### src/rtl/core/lspq_pkg.sv
// ----------------------------------------------------------------------------
// Linear scan priority queue package
// Request and response types, status and command codes, sequencer states
// and default sizes shared by the queue, its checker and its testbench.
// ----------------------------------------------------------------------------
package lspq_pkg;

	localparam int DEPTH_DEF     = 16;
	localparam int PRIO_BITS_DEF = 8;
	localparam int DATA_BITS_DEF = 16;

	localparam int PRIO_FIELD_W = 8;
	localparam int DATA_FIELD_W = 16;
	localparam int OCC_FIELD_W  = 5;

	typedef enum logic {
		CMD_INSERT  = 1'b0,
		CMD_EXTRACT = 1'b1
	} cmd_t;

	typedef enum logic [1:0] {
		ST_INSERTED  = 2'd0,
		ST_FULL      = 2'd1,
		ST_EXTRACTED = 2'd2,
		ST_EMPTY     = 2'd3
	} status_t;

	typedef enum logic [2:0] {
		S_IDLE,
		S_DISPATCH,
		S_SCAN,
		S_SHIFT,
		S_RESP
	} state_t;

	typedef struct packed {
		cmd_t                    cmd;
		logic [PRIO_FIELD_W-1:0] priority_req;
		logic [DATA_FIELD_W-1:0] payload;
	} req_t;

	typedef struct packed {
		status_t                 status;
		logic [PRIO_FIELD_W-1:0] out_priority;
		logic [DATA_FIELD_W-1:0] out_payload;
		logic [OCC_FIELD_W-1:0]  occupancy;
	} rsp_t;

endpackage

### src/rtl/core/lspq_ram.sv
// ----------------------------------------------------------------------------
// Generic single-port-write RAM
// One write port and one read port with registered read data.
// ----------------------------------------------------------------------------
module lspq_ram #(
	parameter int WIDTH = 8,
	parameter int DEPTH = 16
) (
	input  logic                     clk,
	input  logic                     we,
	input  logic [$clog2(DEPTH)-1:0] waddr,
	input  logic [WIDTH-1:0]         wdata,
	input  logic [$clog2(DEPTH)-1:0] raddr,
	output logic [WIDTH-1:0]         rdata
);

	logic [WIDTH-1:0] mem_q [DEPTH];

	always_ff @(posedge clk) begin
		if (we) begin
			mem_q[waddr] <= wdata;
		end
		rdata <= mem_q[raddr];
	end

endmodule

### src/rtl/core/linear_scan_priority_queue.sv
// ----------------------------------------------------------------------------
// Linear scan priority queue
// A bounded queue of priority and data pairs kept compact in arrival order.
//
// A request on the req channel either inserts an entry at the end of the
// store or extracts the entry of highest priority, the earliest one among
// equal priorities. Every request yields exactly one response on the rsp
// channel with a status, the extracted entry and the occupancy afterward.
// One request is worked on at a time and req_stall is high meanwhile.
// An insert, full or not, and an extract from an empty store go from
// dispatch straight to the response state. An extract of n stored entries
// scans all n and then, if t later entries follow the winner, shifts them
// down before the response: the scan reads one entry per cycle through
// the single read port of the store, and the shift copies one per cycle.
// The response sits in an output register; while rsp_stall is high it
// holds, and the next request is accepted but waits before its response.
// Reset empties the queue; the store itself is not cleared.
// ----------------------------------------------------------------------------
module linear_scan_priority_queue #(
	parameter int DEPTH     = lspq_pkg::DEPTH_DEF,
	parameter int PRIO_BITS = lspq_pkg::PRIO_BITS_DEF,
	parameter int DATA_BITS = lspq_pkg::DATA_BITS_DEF
) (
	input  logic           clk,
	input  logic           arst_n,
	input  logic           req_valid,
	output logic           req_stall,
	input  lspq_pkg::req_t req,
	output logic           rsp_valid,
	input  logic           rsp_stall,
	output lspq_pkg::rsp_t rsp
);

	import lspq_pkg::*;

	localparam int IDX_W = $clog2(DEPTH);
	localparam int CNT_W = $clog2(DEPTH + 1);
	localparam int ENT_W = PRIO_BITS + DATA_BITS;

	state_t               state_q;
	state_t               state_d;
	req_t                 req_q;
	logic [CNT_W-1:0]     count_q;
	logic [IDX_W-1:0]     cmp_idx_q;
	logic [IDX_W-1:0]     best_idx_q;
	logic [IDX_W-1:0]     sh_idx_q;
	logic [PRIO_BITS-1:0] best_prio_q;
	logic [DATA_BITS-1:0] best_data_q;
	status_t              res_status_q;
	rsp_t                 rsp_q;
	logic                 rsp_valid_q;

	logic                 ram_we;
	logic [IDX_W-1:0]     ram_waddr;
	logic [ENT_W-1:0]     ram_wdata;
	logic [IDX_W-1:0]     ram_raddr;
	logic [ENT_W-1:0]     ram_rdata;

	logic                 req_acc;
	logic                 full;
	logic                 empty;
	logic [PRIO_BITS-1:0] rd_prio;
	logic [DATA_BITS-1:0] rd_data;
	logic [CNT_W-1:0]     cmp_next;
	logic                 scan_last;
	logic                 take;
	logic [IDX_W-1:0]     win_idx;
	logic [CNT_W-1:0]     win_next;
	logic                 has_tail;
	logic [CNT_W-1:0]     sh_next2;
	logic                 sh_more;
	logic                 rsp_load;
	logic                 dec_count;

	lspq_ram #(
		.WIDTH(ENT_W),
		.DEPTH(DEPTH)
	) u_store (
		.clk  (clk),
		.we   (ram_we),
		.waddr(ram_waddr),
		.wdata(ram_wdata),
		.raddr(ram_raddr),
		.rdata(ram_rdata)
	);

	assign req_acc   = req_valid && !req_stall;
	assign full      = (count_q == CNT_W'(DEPTH));
	assign empty     = (count_q == '0);
	assign rd_prio   = ram_rdata[ENT_W-1 -: PRIO_BITS];
	assign rd_data   = ram_rdata[DATA_BITS-1:0];
	assign cmp_next  = CNT_W'(cmp_idx_q) + CNT_W'(1);
	assign scan_last = (cmp_next == count_q);
	assign take      = (cmp_idx_q == '0) || (rd_prio > best_prio_q);
	assign win_idx   = take ? cmp_idx_q : best_idx_q;
	assign win_next  = CNT_W'(win_idx) + CNT_W'(1);
	assign has_tail  = (win_next < count_q);
	assign sh_next2  = CNT_W'(sh_idx_q) + CNT_W'(2);
	assign sh_more   = (sh_next2 < count_q);
	assign rsp_load  = (state_q == S_RESP) && (!rsp_valid_q || !rsp_stall);
	assign dec_count = ((state_q == S_SCAN) && scan_last && !has_tail) ||
		((state_q == S_SHIFT) && !sh_more);

	always_comb begin
		state_d = state_q;
		case (state_q)
			S_IDLE: begin
				if (req_acc) begin
					state_d = S_DISPATCH;
				end
			end
			S_DISPATCH: begin
				if (req_q.cmd == CMD_EXTRACT && !empty) begin
					state_d = S_SCAN;
				end else begin
					state_d = S_RESP;
				end
			end
			S_SCAN: begin
				if (scan_last) begin
					state_d = has_tail ? S_SHIFT : S_RESP;
				end
			end
			S_SHIFT: begin
				if (!sh_more) begin
					state_d = S_RESP;
				end
			end
			S_RESP: begin
				if (rsp_load) begin
					state_d = S_IDLE;
				end
			end
			default: begin
				state_d = S_IDLE;
			end
		endcase
	end

	always_comb begin
		req_stall = (state_q != S_IDLE);
		ram_we    = 1'b0;
		ram_waddr = IDX_W'(count_q);
		ram_wdata = {PRIO_BITS'(req_q.priority_req), DATA_BITS'(req_q.payload)};
		ram_raddr = '0;
		case (state_q)
			S_DISPATCH: begin
				ram_we = (req_q.cmd == CMD_INSERT) && !full;
			end
			S_SCAN: begin
				ram_raddr = scan_last ? IDX_W'(win_next) : IDX_W'(cmp_next);
			end
			S_SHIFT: begin
				ram_we    = 1'b1;
				ram_waddr = sh_idx_q;
				ram_wdata = ram_rdata;
				ram_raddr = IDX_W'(sh_next2);
			end
			default: begin
				ram_we = 1'b0;
			end
		endcase
	end

	always_ff @(posedge clk or negedge arst_n) begin
		if (!arst_n) begin
			state_q     <= S_IDLE;
			count_q     <= '0;
			rsp_valid_q <= 1'b0;
		end else begin
			state_q <= state_d;
			if (state_q == S_DISPATCH && req_q.cmd == CMD_INSERT && !full) begin
				count_q <= count_q + CNT_W'(1);
			end else if (dec_count) begin
				count_q <= count_q - CNT_W'(1);
			end
			if (rsp_load) begin
				rsp_valid_q <= 1'b1;
			end else if (!rsp_stall) begin
				rsp_valid_q <= 1'b0;
			end
		end
	end

	always_ff @(posedge clk) begin
		if (req_acc) begin
			req_q <= req;
		end
		case (state_q)
			S_DISPATCH: begin
				cmp_idx_q <= '0;
				if (req_q.cmd == CMD_INSERT) begin
					res_status_q <= full ? ST_FULL : ST_INSERTED;
				end else begin
					res_status_q <= empty ? ST_EMPTY : ST_EXTRACTED;
				end
			end
			S_SCAN: begin
				if (take) begin
					best_idx_q  <= cmp_idx_q;
					best_prio_q <= rd_prio;
					best_data_q <= rd_data;
				end
				cmp_idx_q <= IDX_W'(cmp_next);
				sh_idx_q  <= win_idx;
			end
			S_SHIFT: begin
				sh_idx_q <= sh_idx_q + IDX_W'(1);
			end
			default: begin
				cmp_idx_q <= cmp_idx_q;
			end
		endcase
		if (rsp_load) begin
			rsp_q.status <= res_status_q;
			if (res_status_q == ST_EXTRACTED) begin
				rsp_q.out_priority <= PRIO_FIELD_W'(best_prio_q);
				rsp_q.out_payload  <= DATA_FIELD_W'(best_data_q);
			end else begin
				rsp_q.out_priority <= '0;
				rsp_q.out_payload  <= '0;
			end
			rsp_q.occupancy <= OCC_FIELD_W'(count_q);
		end
	end

	assign rsp_valid = rsp_valid_q;
	assign rsp       = rsp_q;

	a_count_bound: assert property (@(posedge clk) disable iff (!arst_n)
		count_q <= CNT_W'(DEPTH))
		else $error("Entry count exceeds the store depth.");

	a_write_states: assert property (@(posedge clk) disable iff (!arst_n)
		ram_we |-> (state_q == S_DISPATCH || state_q == S_SHIFT))
		else $error("Store written outside insert or compaction.");

	a_empty_status: assert property (@(posedge clk) disable iff (!arst_n)
		(state_q == S_RESP && res_status_q == ST_EMPTY) |-> (count_q == '0))
		else $error("Empty status reported with entries stored.");

	a_count_dec: assert property (@(posedge clk) disable iff (!arst_n)
		dec_count |=> (count_q == $past(count_q) - CNT_W'(1)))
		else $error("Extract did not remove exactly one entry.");

endmodule

### config.mk
export PLATFORM = sky130hd
export DESIGN_NAME = linear_scan_priority_queue
export DESIGN_NICKNAME = d
export VERILOG_FILES = /design/src/rtl/core/lspq_pkg.sv /design/src/rtl/core/lspq_ram.sv /design/src/rtl/core/linear_scan_priority_queue.sv
export SDC_FILE = /design/constraint.sdc
export NUM_CORES = 1
export LEC_CHECK = 0
export ABC_AREA = 1
export BUFFER_PORTS_ARGS = -buffer_cell sky130_fd_sc_hd__buf_2
export CORE_MARGIN = 2
export CORE_UTILIZATION = 30
export CTS_BUF_LIST = sky130_fd_sc_hd__clkbuf_8 sky130_fd_sc_hd__clkbuf_16
export DETAILED_ROUTE_END_ITERATION = 8
export PLACE_DENSITY = 0.5
export SLEW_MARGIN = 20
export SYNTH_ARGS = -nofsm -noshare
export SYNTH_HDL_FRONTEND = slang
export SYNTH_SLANG_ARGS = --single-unit
### constraint.sdc
create_clock -name clk -period 5.3 [get_ports clk]
set_input_delay 0.53 -clock clk [delete_from_list [all_inputs] [get_ports clk]]
set_output_delay 0.53 -clock clk [all_outputs]
set_load 0.05 [all_outputs]
==> results_dict.tcl <==
set metrics [dict create \
    dieArea_um2 76500 \
    synth_area_um2 22300 \
    maxClockFrequency_mhz 262 \
    syn_area_per_cell_um2 11.2 \
    n_fill_cell 7240 \
    drc 0 \
    fin_skew_ns 0.0179 \
    dp_hpwl_um 33300 \
    postSynthCellCount 1994 \
    grt_overflow 0 \
    p_comb_frac 0.245 \
    cap_viol_max_count 0 \
    worstPathArrival_ns 4.31 \
    port_buffers 61 \
    drive_above_1_share 0.106 \
    total_power_mw 12.4 \
    setup_violations 0 \
    grt_pass1_wl_um 91700 \
    yosys_warnings 0 \
    clk_latency_ns 0.62 \
    viasPerCell 4.79 \
    fin_crit_sh 0.721 \
    root_buffer "clkbuf_16" \
    htree_levels 2 \
    vias 14600 \
    synth_nets 2048 \
    cts_made_buffers 55 \
    layout_min_cycle_time_ns 3.82 \
    crit_path_end_kind "flop" \
    p_leak_nw 10.0 \
    start_util 0.304 \
    use_met3 0.0261 \
    multi_input_area_um2 5610 \
    cts_setup_buffers 0 \
    cts_tree "yes" \
    critPathLaunchType "flop" \
    p_int_mw 8.31 \
    yosysSeqAreaShare 0.676 \
    mostFrequentLayoutCell "edfxtp_1" \
    seq_area_um2 15100 \
    io_pins 62 \
    status "finished clean" \
    p_per_area_nw_per_um2 485 \
    ys_types 37 \
    fin_nets 2098 \
    hp-class "primary input to flop" \
    stdcell_count 3050 \
    swShare 0.329 \
    groute.usage.overall 0.156 \
    grtUsageMet2 0.257 \
    rows 99 \
    antenna_left 0 \
    worst_slew_pin_slew_ns 1.09 \
    max-vdd-ir-drop_uv 257 \
    tns_ns 0 \
    core_area_um2 73200 \
    slew_violations 0 \
    mostFrequentLayoutCells "478 x edfxtp_1, 402 x nand3_1, 365 x nand2_1" \
    grt_start_max_net_pins 193 \
    p_seq_frac 0.436 \
    drt-total-wl_um 60200 \
    pwr-share-clk 0.319 \
    dp_cells 2945 \
    final_util 0.349 \
    max_slew_margin 0.273 \
    grt_pass1_vias 14400 \
    cts.sinks 511 \
    grt_antenna_before_repair 1 \
    drt_iter0_markers 1113 \
    firstDrtPassIters 5 \
    ys_seq_elements 511 \
    crit_required_ns 5.79 \
    wl_per_cell_um 19.7 \
    area_delta_synth_final_pct 14.6 \
    gr-max-usage-layer "met2" \
    clk_pin_slew_ns 0.06 \
    diodes 0 \
    met1_usage 0.213 \
    p_sw_mw 4.08 \
    dieWidth_um 277 \
    cts_max_path_buffers 3 \
    rsz0062_at_grt "no" \
    path_class "flop to flop" \
    hold_violations 0 \
    worst-path-max-fanout 96 \
    die_y_um 277 \
    gp_congestion 0.813 \
]
metrics by stage:
stage               cell area, um2  hold WS, ns  worst slack, ns
floorplan                    22300        0.234             2.34
global placement             23700        0.399             1.51
detailed placement           23700        0.403             1.53
CTS                          25500       0.0498             1.50
global route                 25500       0.0657             1.12
finish                       25500       0.0897             1.48
logic make-up (layout without fill, tap and decap cells):
group | after synthesis | after routing | share of synthesized area
XOR/XNOR | 8 | 8 | 0.00314
AO/OA/AOI/OAI | 33 | 33 | 0.00808
AND/OR/NAND/NOR | 1002 | 1002 | 0.219
adder cells (fa/ha/maj) | 25 | 25 | 0.0144
buffers and inverters | 415 | 512 | 0.0802
flip-flops | 511 | 511 | 0.676
critical path, stage by stage (launching register included):
cell,delay (ns)
dfxtp_1,0.41
ha_1,0.32
nand2_1,0.06
nor2_1,0.15
nand2_1,0.08
nand2_1,0.06
nand2_1,0.12
nand2_1,0.14
inv_1,0.07
nand2_1,0.08
nand2_1,0.10
ha_1,0.34
nand2_1,0.12
nand2_4,0.33
inv_2,0.18
buf_12,0.47
nand3_1,0.15
nand3_1,0.11
nand3_1,0.09
nand2_1,0.29
layout make-up:
cell class	instances	area share
Clock buffer	61	0.0580
Tap cell	959	0.0470
Timing Repair Buffer	99	0.0247
Clock inverter	43	0.0152
Multi-Input combinational cell	1068	0.220
Inverter	309	0.0456
Sequential cell	511	0.590
power groups by stage:
| stage | Combinational (mW) | Clock [mW] | Sequential, mW |
|---|---|---|---|
| after global placement | 3.00 | 0 | 5.48 |
| after floorplan | 1.97 | 0 | 5.50 |
| after global routing | 3.40 | 4.19 | 5.44 |
| after CTS | 3.06 | 4.04 | 5.40 |
| after detailed placement | 3.04 | 0 | 5.49 |
| final | 3.03 | 3.95 | 5.40 |
worst paths after layout:
kind                                         from                 to  slack (ns)  cells past startpoint
max in group asynchronous                  arst_n         count_q[0]        4.78                      2
worst max-delay path            u_store.rdata[22]  u_store.rdata[19]        1.48                     19
min in group asynchronous                  arst_n         state_q[0]        0.31                      2
worst min register to register   u_store.rdata[1]     best_data_q[1]        0.44                      0
worst min-delay path                      req[21]          req_q[21]        0.09                      1
worst max register to register  u_store.rdata[22]  u_store.rdata[19]        1.48                     19
flip-flops by register name, summed over array words and instances, names as in the netlist, 4 cells and up:
signal / flops
req_q: 25
sh_idx_q: 4
best_data_q: 16
cmp_idx_q: 4
best_prio_q: 8
u_store.rdata: 24
rsp: 31
u_store.mem_q: 384
best_idx_q: 4
count_q: 5
layer usage:
| metal | wire length [um] | vias to the layer above |
|---|---|---|
| met2 | 28300 | 407 |
| met1 | 27300 | 7244 |
| met5 | 0 | - |
| met3 | 3220 | 94 |
| li1 | - | 6858 |
| met4 | 1390 | 0 |
cell usage after synthesis:
master / count / area (um2)
a21oi_1: 12 / 60.1
clkbuf_1: 17 / 63.8
nand2_1: 366 / 1370
buf_1: 1 / 3.75
or2_2: 1 / 6.26
buf_2: 60 / 300
dfxtp_1: 24 / 480
nand4_1: 6 / 37.5
ha_1: 24 / 300
nand2_2: 5 / 31.3
nor2_1: 67 / 251
xor2_1: 7 / 61.3
and2_1: 1 / 6.26
o21ai_1: 1 / 5.00
clkinv_1: 1 / 3.75
xnor2_1: 1 / 8.76
a21o_1: 1 / 7.51
nor2_2: 2 / 12.5
a21boi_0: 1 / 7.51
nand3b_1: 145 / 1090
nand3_1: 402 / 2010
o21bai_1: 1 / 7.51
edfxtp_1: 478 / 14400
o2111ai_1: 1 / 8.76
fa_1: 1 / 20.0
inv_1: 302 / 1130
nor3_1: 2 / 10.0
a211oi_1: 1 / 7.51
nand3_2: 2 / 20.0
buf_6: 13 / 146
inv_2: 6 / 22.5
o21ai_0: 14 / 70.1
dfrtp_1: 9 / 225
a31oi_1: 1 / 6.26
nor2_4: 1 / 11.3
nor4_1: 2 / 12.5
buf_4: 15 / 113
timing repair:
item / in CTS / in global routing
resized for setup: 0 / 0
hold endpoints to repair: 9 / 0
hold buffers: 1 / 0
setup endpoints to repair: 0 / 0
Power figures use the tool's default switching activity.
